File: config.mk
export PLATFORM = sky130hd
export DESIGN_NAME = extent_map_translate_top
export DESIGN_NICKNAME = d
export VERILOG_FILES = /design/src/rtl/emt_pkg.sv /design/src/rtl/extent_map_translate_top.sv /design/src/rtl/emt_table.sv /design/src/rtl/emt_div.sv /design/src/rtl/emt_seq.sv
export SDC_FILE = /design/constraint.sdc
export NUM_CORES = 2
export LEC_CHECK = 0
export BUFFER_PORTS_ARGS = -buffer_cell sky130_fd_sc_hd__buf_2
export CAP_MARGIN = 20
export CORE_MARGIN = 2
export CORE_UTILIZATION = 60
export CTS_CLUSTER_DIAMETER = 30
export DETAILED_ROUTE_END_ITERATION = 6
export GPL_ROUTABILITY_DRIVEN = 0
export PLACE_DENSITY = 0.77
export SYNTH_ARGS = -nofsm -noshare
export SYNTH_HDL_FRONTEND = slang
export SYNTH_SLANG_ARGS = --single-unit
export TNS_END_PERCENT = 50
File: constraint.sdc
create_clock -name clk -period 21.3 [get_ports clk]
set_input_delay 6.39 -clock clk [delete_from_list [all_inputs] [get_ports clk]]
set_output_delay 6.39 -clock clk [all_outputs]
set_load 0.01 [all_outputs]
File: src/rtl/emt_pkg.sv
// Shared types and constants for the extent map translation block.
`timescale 1ns / 1ps

package emt_pkg;

	localparam logic CMD_WRITE     = 1'b0;
	localparam logic CMD_TRANSLATE = 1'b1;

	localparam logic [2:0] ST_OK       = 3'd0;
	localparam logic [2:0] ST_INVALID  = 3'd1;
	localparam logic [2:0] ST_OVERFLOW = 3'd2;
	localparam logic [2:0] ST_RANGE    = 3'd3;
	localparam logic [2:0] ST_NOTFOUND = 3'd4;

	localparam logic REG_BLOCK_SIZE   = 1'b0;
	localparam logic REG_EXTENT_COUNT = 1'b1;

	localparam logic [31:0] BLOCK_SIZE_RESET = 32'd512;

	localparam int DIV_STEPS = 64;
	localparam int DIV_CNT_W = 7;

	typedef struct packed {
		logic        command;
		logic [3:0]  entry_slot;
		logic [63:0] entry_logical;
		logic [63:0] entry_length;
		logic [63:0] entry_block;
		logic [63:0] query_offset;
		logic [63:0] query_length;
	} in_item_t;

	typedef struct packed {
		logic [2:0]  status;
		logic [63:0] mapped_block;
	} out_item_t;

	typedef struct packed {
		logic [63:0] start;
		logic [63:0] length;
		logic [63:0] block;
	} entry_t;

	typedef struct packed {
		logic        start;
		logic [63:0] dividend;
		logic [31:0] divisor;
	} div_req_t;

	typedef struct packed {
		logic        done;
		logic [63:0] quot;
		logic [31:0] rem;
	} div_rsp_t;

endpackage

File: src/rtl/extent_map_translate_top.sv
// Top level of the extent map translation block with its register port.
//
//  Channel   Direction  Handshake             Payload
//  in        input      in_valid / in_stall   emt_pkg::in_item_t
//  out       output     out_valid / out_stall emt_pkg::out_item_t
//  config    input      APB psel / penable    block_size, extent_count
//
// A write command passes through the final state into the output register.
// A translate command runs a check step, the offset and length alignment divisions
// on the bit-serial divider and the request-end add, then walks the extents: it loads
// each one, adds its end and compares the offset with both bounds. The matching extent
// gets a range check, the final division and the block add; any error ends it early.
// Reset clears the control state and the extent count and sets the block size to 512; table contents are undefined.
// A result waiting in the output register holds the sequencer only at its final step.
`timescale 1ns / 1ps

module extent_map_translate_top #(
	parameter int MAX_EXTENTS = 16
) (
	input  logic               clk,
	input  logic               arst_n,
	input  logic               in_valid,
	output logic               in_stall,
	input  emt_pkg::in_item_t  in_item,
	output logic               out_valid,
	input  logic               out_stall,
	output emt_pkg::out_item_t out_item,
	input  logic               psel,
	input  logic               penable,
	input  logic               pwrite,
	input  logic [2:0]         paddr,
	input  logic [31:0]        pwdata,
	output logic [31:0]        prdata,
	output logic               pready
);

	localparam int AW = (MAX_EXTENTS > 1) ? $clog2(MAX_EXTENTS) : 1;

	logic [31:0]       block_size_q;
	logic [4:0]        extent_count_q;
	logic              cfg_wr;
	logic              tbl_wr_en;
	logic [AW-1:0]     tbl_wr_addr;
	emt_pkg::entry_t   tbl_wr_data;
	logic [AW-1:0]     tbl_rd_addr;
	emt_pkg::entry_t   tbl_rd_data;
	emt_pkg::div_req_t div_req;
	emt_pkg::div_rsp_t div_rsp;

	assign pready = 1'b1;
	assign cfg_wr = psel && penable && pwrite && pready;

	always_ff @(posedge clk or negedge arst_n) begin
		if (!arst_n) begin
			block_size_q   <= emt_pkg::BLOCK_SIZE_RESET;
			extent_count_q <= '0;
		end else if (cfg_wr) begin
			unique case (paddr[2])
				emt_pkg::REG_BLOCK_SIZE:   block_size_q   <= pwdata;
				emt_pkg::REG_EXTENT_COUNT: extent_count_q <= pwdata[4:0];
				default: begin
				end
			endcase
		end
	end

	always_comb begin
		unique case (paddr[2])
			emt_pkg::REG_BLOCK_SIZE:   prdata = block_size_q;
			emt_pkg::REG_EXTENT_COUNT: prdata = {27'd0, extent_count_q};
			default:                   prdata = '0;
		endcase
	end

	emt_seq #(
		.MAX_EXTENTS(MAX_EXTENTS),
		.AW         (AW)
	) u_seq (
		.clk         (clk),
		.arst_n      (arst_n),
		.block_size  (block_size_q),
		.extent_count(extent_count_q),
		.in_valid    (in_valid),
		.in_stall    (in_stall),
		.in_item     (in_item),
		.out_valid   (out_valid),
		.out_stall   (out_stall),
		.out_item    (out_item),
		.tbl_wr_en   (tbl_wr_en),
		.tbl_wr_addr (tbl_wr_addr),
		.tbl_wr_data (tbl_wr_data),
		.tbl_rd_addr (tbl_rd_addr),
		.tbl_rd_data (tbl_rd_data),
		.div_req     (div_req),
		.div_rsp     (div_rsp)
	);

	emt_table #(
		.DEPTH(MAX_EXTENTS),
		.AW   (AW)
	) u_table (
		.clk    (clk),
		.wr_en  (tbl_wr_en),
		.wr_addr(tbl_wr_addr),
		.wr_data(tbl_wr_data),
		.rd_addr(tbl_rd_addr),
		.rd_data(tbl_rd_data)
	);

	emt_div u_div (
		.clk   (clk),
		.arst_n(arst_n),
		.req   (div_req),
		.rsp   (div_rsp)
	);

	a_busy_after_accept: assert property (@(posedge clk) disable iff (!arst_n)
		in_valid && !in_stall |=> in_stall)
		else $error("block took a second beat while still working");

	a_error_has_no_block: assert property (@(posedge clk) disable iff (!arst_n)
		out_valid && out_item.status != emt_pkg::ST_OK |-> out_item.mapped_block == '0)
		else $error("error result carries a nonzero block address");

	a_status_known: assert property (@(posedge clk) disable iff (!arst_n)
		out_valid |-> out_item.status == emt_pkg::ST_OK ||
			out_item.status == emt_pkg::ST_INVALID ||
			out_item.status == emt_pkg::ST_OVERFLOW ||
			out_item.status == emt_pkg::ST_RANGE ||
			out_item.status == emt_pkg::ST_NOTFOUND)
		else $error("result status code is out of range");

endmodule

File: src/rtl/emt_table.sv
// Extent table memory with one write port and one registered read port.
`timescale 1ns / 1ps

module emt_table #(
	parameter int DEPTH = 16,
	parameter int AW    = 4
) (
	input  logic            clk,
	input  logic            wr_en,
	input  logic [AW-1:0]   wr_addr,
	input  emt_pkg::entry_t wr_data,
	input  logic [AW-1:0]   rd_addr,
	output emt_pkg::entry_t rd_data
);

	emt_pkg::entry_t mem [DEPTH];

	always_ff @(posedge clk) begin
		if (wr_en) begin
			mem[wr_addr] <= wr_data;
		end
		rd_data <= mem[rd_addr];
	end

endmodule

File: src/rtl/emt_div.sv
// Bit-serial restoring divider, 64-bit dividend by 32-bit divisor.
`timescale 1ns / 1ps

module emt_div (
	input  logic              clk,
	input  logic              arst_n,
	input  emt_pkg::div_req_t req,
	output emt_pkg::div_rsp_t rsp
);

	logic [emt_pkg::DIV_CNT_W-1:0] cnt_q;
	logic                          busy_q;
	logic                          done_q;
	logic [63:0]                   quot_q;
	logic [31:0]                   rem_q;
	logic [31:0]                   dvs_q;
	logic [32:0]                   trial;
	logic [33:0]                   diff;
	logic                          ge;

	assign trial = {rem_q, quot_q[63]};
	assign diff  = {1'b0, trial} - {2'b00, dvs_q};
	assign ge    = !diff[33];

	always_ff @(posedge clk or negedge arst_n) begin
		if (!arst_n) begin
			cnt_q  <= '0;
			busy_q <= 1'b0;
			done_q <= 1'b0;
		end else begin
			done_q <= 1'b0;
			if (req.start) begin
				cnt_q  <= emt_pkg::DIV_CNT_W'(emt_pkg::DIV_STEPS);
				busy_q <= 1'b1;
			end else if (busy_q) begin
				cnt_q <= cnt_q - 1'b1;
				if (cnt_q == emt_pkg::DIV_CNT_W'(1)) begin
					busy_q <= 1'b0;
					done_q <= 1'b1;
				end
			end
		end
	end

	always_ff @(posedge clk) begin
		if (req.start) begin
			quot_q <= req.dividend;
			rem_q  <= '0;
			dvs_q  <= req.divisor;
		end else if (busy_q) begin
			quot_q <= {quot_q[62:0], ge};
			rem_q  <= ge ? diff[31:0] : trial[31:0];
		end
	end

	assign rsp.done = done_q;
	assign rsp.quot = quot_q;
	assign rsp.rem  = rem_q;

endmodule

File: src/rtl/emt_seq.sv
// Command sequencer with the shared 64-bit adder and the result register.
`timescale 1ns / 1ps

module emt_seq #(
	parameter int MAX_EXTENTS = 16,
	parameter int AW          = 4
) (
	input  logic               clk,
	input  logic               arst_n,
	input  logic [31:0]        block_size,
	input  logic [4:0]         extent_count,
	input  logic               in_valid,
	output logic               in_stall,
	input  emt_pkg::in_item_t  in_item,
	output logic               out_valid,
	input  logic               out_stall,
	output emt_pkg::out_item_t out_item,
	output logic               tbl_wr_en,
	output logic [AW-1:0]      tbl_wr_addr,
	output emt_pkg::entry_t    tbl_wr_data,
	output logic [AW-1:0]      tbl_rd_addr,
	input  emt_pkg::entry_t    tbl_rd_data,
	output emt_pkg::div_req_t  div_req,
	input  emt_pkg::div_rsp_t  div_rsp
);

	localparam int CNT_W = $clog2(MAX_EXTENTS + 1);
	localparam int CMP_W = (CNT_W > 5) ? CNT_W : 5;

	typedef enum logic [3:0] {
		S_IDLE,
		S_CHECK,
		S_DOFF,
		S_DLEN,
		S_REND,
		S_LOAD,
		S_EEND,
		S_CLO,
		S_CHI,
		S_CRNG,
		S_DDEL,
		S_BASE,
		S_FIN
	} state_t;

	state_t             state_q;
	logic [CMP_W-1:0]   n_q;
	logic [CMP_W-1:0]   idx_q;
	logic [63:0]        off_q;
	logic [63:0]        len_q;
	logic [63:0]        req_end_q;
	logic [63:0]        ext_end_q;
	logic [63:0]        diff_q;
	logic [2:0]         status_q;
	logic [63:0]        blk_q;
	logic               out_valid_q;
	emt_pkg::out_item_t out_q;

	logic               accept;
	logic               slot_ok;
	logic [CMP_W-1:0]   n_lim;
	logic               chk_bad;
	logic               last_entry;
	logic               out_load;
	logic [63:0]        add_a;
	logic [63:0]        add_b;
	logic               add_sub;
	logic [64:0]        add_sum;
	logic               carry;

	assign in_stall = (state_q != S_IDLE);
	assign accept   = in_valid && !in_stall;
	assign slot_ok  = CMP_W'(in_item.entry_slot) < CMP_W'(MAX_EXTENTS);
	assign n_lim    = (CMP_W'(extent_count) > CMP_W'(MAX_EXTENTS)) ?
		CMP_W'(MAX_EXTENTS) : CMP_W'(extent_count);
	assign chk_bad  = (n_q == '0) || (len_q == '0) || (block_size == '0);
	assign last_entry = (idx_q + 1'b1) == n_q;
	assign out_load = (state_q == S_FIN) && (!out_valid_q || !out_stall);

	assign tbl_wr_en          = accept && (in_item.command == emt_pkg::CMD_WRITE) && slot_ok;
	assign tbl_wr_addr        = AW'(in_item.entry_slot);
	assign tbl_wr_data.start  = in_item.entry_logical;
	assign tbl_wr_data.length = in_item.entry_length;
	assign tbl_wr_data.block  = in_item.entry_block;
	assign tbl_rd_addr        = idx_q[AW-1:0];

	always_comb begin
		add_a   = '0;
		add_b   = '0;
		add_sub = 1'b0;
		case (state_q)
			S_REND: begin
				add_a = off_q;
				add_b = len_q;
			end
			S_EEND: begin
				add_a = tbl_rd_data.start;
				add_b = tbl_rd_data.length;
			end
			S_CLO: begin
				add_a   = off_q;
				add_b   = tbl_rd_data.start;
				add_sub = 1'b1;
			end
			S_CHI: begin
				add_a   = off_q;
				add_b   = ext_end_q;
				add_sub = 1'b1;
			end
			S_CRNG: begin
				add_a   = ext_end_q;
				add_b   = req_end_q;
				add_sub = 1'b1;
			end
			S_BASE: begin
				add_a = tbl_rd_data.block;
				add_b = div_rsp.quot;
			end
			default: begin
				add_a   = '0;
				add_b   = '0;
				add_sub = 1'b0;
			end
		endcase
	end

	assign add_sum = {1'b0, add_a} + {1'b0, (add_sub ? ~add_b : add_b)} + 65'(add_sub);
	assign carry   = add_sum[64];

	always_comb begin
		div_req.start    = 1'b0;
		div_req.dividend = off_q;
		div_req.divisor  = block_size;
		if (state_q == S_CHECK && !chk_bad) begin
			div_req.start = 1'b1;
		end else if (state_q == S_DOFF && div_rsp.done && div_rsp.rem == '0) begin
			div_req.start    = 1'b1;
			div_req.dividend = len_q;
		end else if (state_q == S_CRNG && carry) begin
			div_req.start    = 1'b1;
			div_req.dividend = diff_q;
		end
	end

	always_ff @(posedge clk or negedge arst_n) begin
		if (!arst_n) begin
			state_q     <= S_IDLE;
			out_valid_q <= 1'b0;
			out_q       <= '0;
		end else begin
			if (out_load) begin
				out_valid_q        <= 1'b1;
				out_q.status       <= status_q;
				out_q.mapped_block <= blk_q;
			end else if (!out_stall) begin
				out_valid_q <= 1'b0;
			end
			unique case (state_q)
				S_IDLE: begin
					if (accept) begin
						state_q <= (in_item.command == emt_pkg::CMD_WRITE) ? S_FIN : S_CHECK;
					end
				end
				S_CHECK: state_q <= chk_bad ? S_FIN : S_DOFF;
				S_DOFF: begin
					if (div_rsp.done) begin
						state_q <= (div_rsp.rem != '0) ? S_FIN : S_DLEN;
					end
				end
				S_DLEN: begin
					if (div_rsp.done) begin
						state_q <= (div_rsp.rem != '0) ? S_FIN : S_REND;
					end
				end
				S_REND: state_q <= carry ? S_FIN : S_LOAD;
				S_LOAD: state_q <= S_EEND;
				S_EEND: state_q <= carry ? S_FIN : S_CLO;
				S_CLO: begin
					if (carry) begin
						state_q <= S_CHI;
					end else begin
						state_q <= last_entry ? S_FIN : S_LOAD;
					end
				end
				S_CHI: begin
					if (!carry) begin
						state_q <= S_CRNG;
					end else begin
						state_q <= last_entry ? S_FIN : S_LOAD;
					end
				end
				S_CRNG: state_q <= carry ? S_DDEL : S_FIN;
				S_DDEL: begin
					if (div_rsp.done) begin
						state_q <= S_BASE;
					end
				end
				S_BASE: state_q <= S_FIN;
				S_FIN: begin
					if (out_load) begin
						state_q <= S_IDLE;
					end
				end
				default: state_q <= S_IDLE;
			endcase
		end
	end

	always_ff @(posedge clk) begin
		case (state_q)
			S_IDLE: begin
				if (accept) begin
					off_q    <= in_item.query_offset;
					len_q    <= in_item.query_length;
					n_q      <= n_lim;
					idx_q    <= '0;
					blk_q    <= '0;
					status_q <= (in_item.command == emt_pkg::CMD_WRITE && !slot_ok) ?
						emt_pkg::ST_INVALID : emt_pkg::ST_OK;
				end
			end
			S_CHECK: begin
				if (chk_bad) begin
					status_q <= emt_pkg::ST_INVALID;
				end
			end
			S_DOFF, S_DLEN: begin
				if (div_rsp.done && div_rsp.rem != '0) begin
					status_q <= emt_pkg::ST_INVALID;
				end
			end
			S_REND: begin
				if (carry) begin
					status_q <= emt_pkg::ST_OVERFLOW;
				end
				req_end_q <= add_sum[63:0];
			end
			S_EEND: begin
				if (carry) begin
					status_q <= emt_pkg::ST_OVERFLOW;
				end
				ext_end_q <= add_sum[63:0];
			end
			S_CLO: begin
				diff_q <= add_sum[63:0];
				if (!carry) begin
					idx_q <= idx_q + 1'b1;
					if (last_entry) begin
						status_q <= emt_pkg::ST_NOTFOUND;
					end
				end
			end
			S_CHI: begin
				if (carry) begin
					idx_q <= idx_q + 1'b1;
					if (last_entry) begin
						status_q <= emt_pkg::ST_NOTFOUND;
					end
				end
			end
			S_CRNG: begin
				if (!carry) begin
					status_q <= emt_pkg::ST_RANGE;
				end
			end
			S_BASE: begin
				if (carry) begin
					status_q <= emt_pkg::ST_OVERFLOW;
				end else begin
					blk_q <= add_sum[63:0];
				end
			end
			default: begin
			end
		endcase
	end

	assign out_valid = out_valid_q;
	assign out_item  = out_q;

endmodule

Word-level counts from Yosys, hierarchy flattened
Memory sizes are Yosys's and may differ from the RTL's. A register that Yosys moved wholly into a read port is not among the register bits.
Index checks and enable logic that the tools add are counted.
- $add $sub $neg: 5
- magnitude comparators: 1
- eq/ne operators: 27
- muxes and demuxes: 56
- bitwise operators: 3
- reductions and logical operators: 40
- operator list (cell ; count):
    2-to-1 mux 64 bit ; 6
    case mux 64 bit (6 select lines) ; 1
    case mux 64 bit (4 select lines) ; 1
    2-to-1 mux 65 bit ; 2
    case mux 64 bit (2 select lines) ; 1
    adder 64 x 64 -> 65 bit ; 1
    adder 65 x 1 -> 65 bit ; 1
    zero test 32 bit ; 2
    zero test 64 bit ; 1
    inverter 64 bit ; 1
    case mux 32 bit (2 select lines) ; 1
    2-to-1 mux 4 bit ; 14
    case mux 4 bit (13 select lines) ; 1
    subtractor 33 x 32 -> 34 bit ; 1
    2-to-1 mux 32 bit ; 1
    nonzero test 32 bit ; 1
    2-to-1 mux 3 bit ; 9
    case mux 3 bit (7 select lines) ; 1
    == test 4 bit, second input constant ; 5
    != test 2 x 1 -> 1 bit, second input constant ; 10
    == test 4 x 3 -> 1 bit, second input constant ; 4
    2-to-1 mux 5 bit ; 3
    case mux 5 bit (3 select lines) ; 1
    2-to-1 mux 7 bit ; 2
    26 further kinds ; 61
- bits in registers: 643
- RAM bits: 3072
- input bits: 367
- output and inout bits: 102
- logic and storage cells: 154
- memories kept: 1
- memories (memory ; words ; width ; read ports ; clocked after memory_dff ; write ports ; RTL line ; RTL):
    u_table.mem ; 16 ; 192 ; 1 ; 1 ; 1 ; emt_table.sv:16 ; emt_pkg::entry_t mem [DEPTH];

Longest topological paths before layout
- depth in word-level cells: 11
- mapped depth: 26
- mapped depth without buffers: 18

By module
A second synthesis with hierarchy kept.
- cell total of the unflattened synthesis: 8179
- area, all modules: 154668.3 sq um
- by module, submodules not included (module ; instances ; cells an instance ; area an instance (sq um) ; sequential area each (sq um)):
    emt_table ; 1 ; 5024 ; 118802.7 ; 96092.2
    emt_seq ; 1 ; 2397 ; 26778.2 ; 13723.2
    emt_div ; 1 ; 641 ; 7307.0 ; 3748.6
    extent_map_translate_top ; 1 ; 117 ; 1780.5 ; 927.1

Least setup slack after synthesis
Ideal clock, no wire load.
- path kind: input -> register
- from: input in_valid
- to: memory u_table.mem[0][0] (netlist name), enable pin
- library setup time: 982 ps
- arrival time: 19934 ps
- data required time: 20318 ps
- slack: 384 ps
- stages: 3
- buffers on the path: 0
- path through: nand3_1 > or4_1 > nor3_1
- word-level cells in the longest chain between the ends: 4
- RTL lines (what ; RTL line ; RTL):
    start: declaration ; extent_map_translate_top.sv:22 ; input logic in_valid,
    logical AND 1 bit ; emt_seq.sv:72 ; assign accept = in_valid && !in_stall;
    logical AND 1 bit ; emt_seq.sv:80 ; assign tbl_wr_en = accept && (in_item.command == emt_pkg::CMD_WRITE) && slot_ok;
    2-to-1 mux 1 bit ; emt_table.sv:19 ; if (wr_en) begin
    2-to-1 mux 1 bit (not written as such) ; emt_table.sv:20 ; mem[wr_addr] <= wr_data;
    end: declaration ; emt_table.sv:16 ;
No other way between the ends.

Worst setup path in the final report
- from: input paddr[2]
- to: output prdata[0]
- word-level cells in the longest chain between the ends: 2
- RTL lines (what ; RTL line ; RTL):
    start: declaration ; extent_map_translate_top.sv:31 ; input logic [2:0] paddr,
    inverter 1 bit (no line) ; -- ;
    case mux 32 bit (2 select lines) (*) ; extent_map_translate_top.sv:68 ; unique case (paddr[2])
    end: declaration ; extent_map_translate_top.sv:33 ; output logic [31:0] prdata,
Every way passes the cells marked *; elsewhere a longest branch is shown, timed or not.

==> flow_summary.yaml <==
grt:
  antenna_found_initial: 95
  grt-ovfl-total: 0
  grt_pass1_vias: 84410
  grt_pass1_wl_um: 617200
  grt_usage_pct: 33.93
  grt_max_degree: 143
placement:
  dp.cells: 10830
  dp_hpwl_um: 223400
  io_buffer_count: 465
floorplanning:
  die_h_um: 506.1
  ioPinCount: 469
  rows: 184
  die_x_um: 506.1
  core_area_sq_um: 250900
  initial_core_util_pct: 60.27
  dieArea_sq_um: 256100
routing:
  drtPass1Iterations: 7
  drt-vias-per-instance: 6.944
  vias: 83360
  drt_iter0_markers: 13870
  avgRoutedWirePerCell_um: 36.28
  drc_errors: 126
  wl_um: 435500
  ant_nets: 0
final_layout:
  final_nets: 8561
  final_cell_mix: "edfxtp_1 (3565), mux4_2 (960), clkbuf_16 (618)"
  layout-drive-gt1-share_pct: 31.97
  area_growth_pct: 18.43
  final_common_cell: "edfxtp_1"
  fin_cells: 12000
synth:
  async_flop_share_pct: 3.020
  syn_area_sq_um: 151200
  syn_nets: 7751
  ys.flop_type: "edfxtp_1"
  synth_warnings: 0
  synthCells: 7284
  netlist_top_cells_area: "edfxtp_1 (71%), mux4_2 (14%), dfxtp_1 (3.0%), dfrtp_1 (1.9%), a222oi_1 (0.89%)"
  synth-seq-cells: 3907
  yosysSeqAreaShare_pct: 75.70
  syn_avg_cell_area_sq_um: 20.76
  synth_top_area_share_pct: 70.79
  synth_cell_types: 78
  synth_area_leader_cell: "edfxtp_1"
  synth_edf_count: 3565
critical_path:
  reg2reg_depth: 22
  crit_fanout: 34
  cp-end-kind: "output pin"
  cp.arrival_ns: 7.46
  crit_type: "in -> out"
  worst_ep_required_time_ns: 14.91
  setup.worst_path.start_class: "input pin"
flow_run:
  max_cap_violations: 0
clock_tree:
  htreeDepth: 6
  cts-root-buf: "clkbuf_16"
  cts_setup_buffers: 0
  clk_latency_ns: 0.97
  cts_tree: "yes"
  cts_made_buffers: 609
  cts_buffer_depth: 4
  cts.clk_slew.worst_paths_ns: 0.04
  numClockSinks: 3907
  ctsResizeCount: 0
  postCtsHoldBufs: 0
sta:
  setup_violations: 0
  slew_viol_final: 0
  worstMarginPinSlew_ns: 1.279
  whs_ns: 0.4755
  timing.max_slew.rel_slack_pct: 14.73
  rsz0062_at_grt: "no"
  setup_tns_ns: 0
  period_needed_ns: 13.85
  timing.fmax_mhz: 72.19
  hold_viol: 0
  final.setup_skew_ns: 0.07835
  period_share_pct: 65.03
power_and_ir_drop:
  p_leak_uw: 0.06050
  p_total_uw: 27630
  powerDensity_nw_per_um2: 154.2
  vdd_drop_max_mv: 0.1238
hold_path:
  min_path_cells: 1
  min-delay-path-class: "reg -> reg"
outcome:
  violations: "DRC"
  status: "finished with violations"
metal layers:
layer | track usage [%] | vias to the layer above | share of wire [%]
met1 | 43.79 | 42780 | 33
met5 | 0 | - | 0.093
met3 | 8.526 | 1321 | 12
met2 | 52.35 | 6887 | 48
li1 | - | 32310 | -
met4 | 21.28 | 60 | 7.2
flip-flops by register name, summed over array words and instances (netlist names), 7 cells and up:
signal and flops:
u_div.cnt_q 7, u_table.mem 3072, u_div.dvs_q 32, u_table.rd_data 192
u_seq.len_q 64, u_seq.ext_end_q 64, u_seq.req_end_q 64, block_size_q 32
u_seq.out_item 67, u_seq.off_q 64, u_seq.blk_q 64, u_div.rem_q 32
u_seq.diff_q 64, u_div.quot_q 64
final cells by class:
class                      instances  area, sq um
inverter                          72        275.3
clock buffer                     707        15990
clock inverter                   421         5125
tap                             3348         4189
sequential                      3907       114500
fill                           13840        71840
multi-input combinational       2907        35200
timing repair buffer             597         3722
antenna                           45        112.6
worst max-delay path: stages:
cell and delay, ns:
buf_2 0.50, mux2_2 0.42, buf_2 0.14
synthesized netlist by cell type, types with 33 or more instances:
master    instances
a211oi_1         33
xor2_1           46
clkbuf_1        306
nor2_1          136
dfxtp_1         224
nand2_1         360
a222oi_1        135
nand4_1          35
nor2b_1          42
a21oi_1         133
inv_1            70
ha_1             98
and2_1           70
mux2_2          114
o21ai_0          79
xnor2_1         112
dfrtp_1         117
a21o_1           53
nand3_1          75
buf_1            80
edfxtp_1       3565
mux4_2          960
a22oi_1         172
nor4_1           37
cell families (layout without fill, tap and decap cells):
kind of cell             after synthesis  in the layout  synth area share, %
buffers and inverters                470           1797                1.182
adder cells (fa/ha/maj)              100            100               0.8373
multiplexers                        1078           1078                15.17
XOR/XNOR                             158            158               0.9150
other                                  1             46             0.002480
AND/OR/NAND/NOR                      834            834                2.596
flip-flops                          3907           3907                75.70
AO/OA/AOI/OAI                        736            736                3.591
metrics by stage:
stage / util (%) / instance area (sq um) / worst slack, ns
after floorplan: - / 151200 / 0.3838
after global routing: 71.35 / 179000 / 7.364
after detailed placement: 62.87 / 157800 / 7.418
after CTS: 71.29 / 178900 / 7.417
after global placement: 62.85 / 157700 / 7.471
final: 71.37 / 179100 / 7.448
final timing paths:
kind	slack [ns]	startpoint	to
worst max-delay path	7.45	paddr[2]	prdata[0]
worst min-delay path	0.48	u_seq.blk_q[1]	u_seq.out_item[1]
worst max register to register	11.32	u_seq.state_q[2]	u_div.quot_q[37]
min in group asynchronous	5.56	arst_n	block_size_q[15]
max in group asynchronous	14.40	arst_n	u_seq.out_item[37]
worst min register to register	0.48	u_seq.blk_q[1]	u_seq.out_item[1]
report_power, final:
group / leakage [uW] / internal, uW / switching, uW
logic: 0.0147 / 3060 / 4460
clock network: 0.0102 / 6370 / 3790
registers: 0.0356 / 9420 / 530
Note: power is estimated with default switching activity, not from simulation.
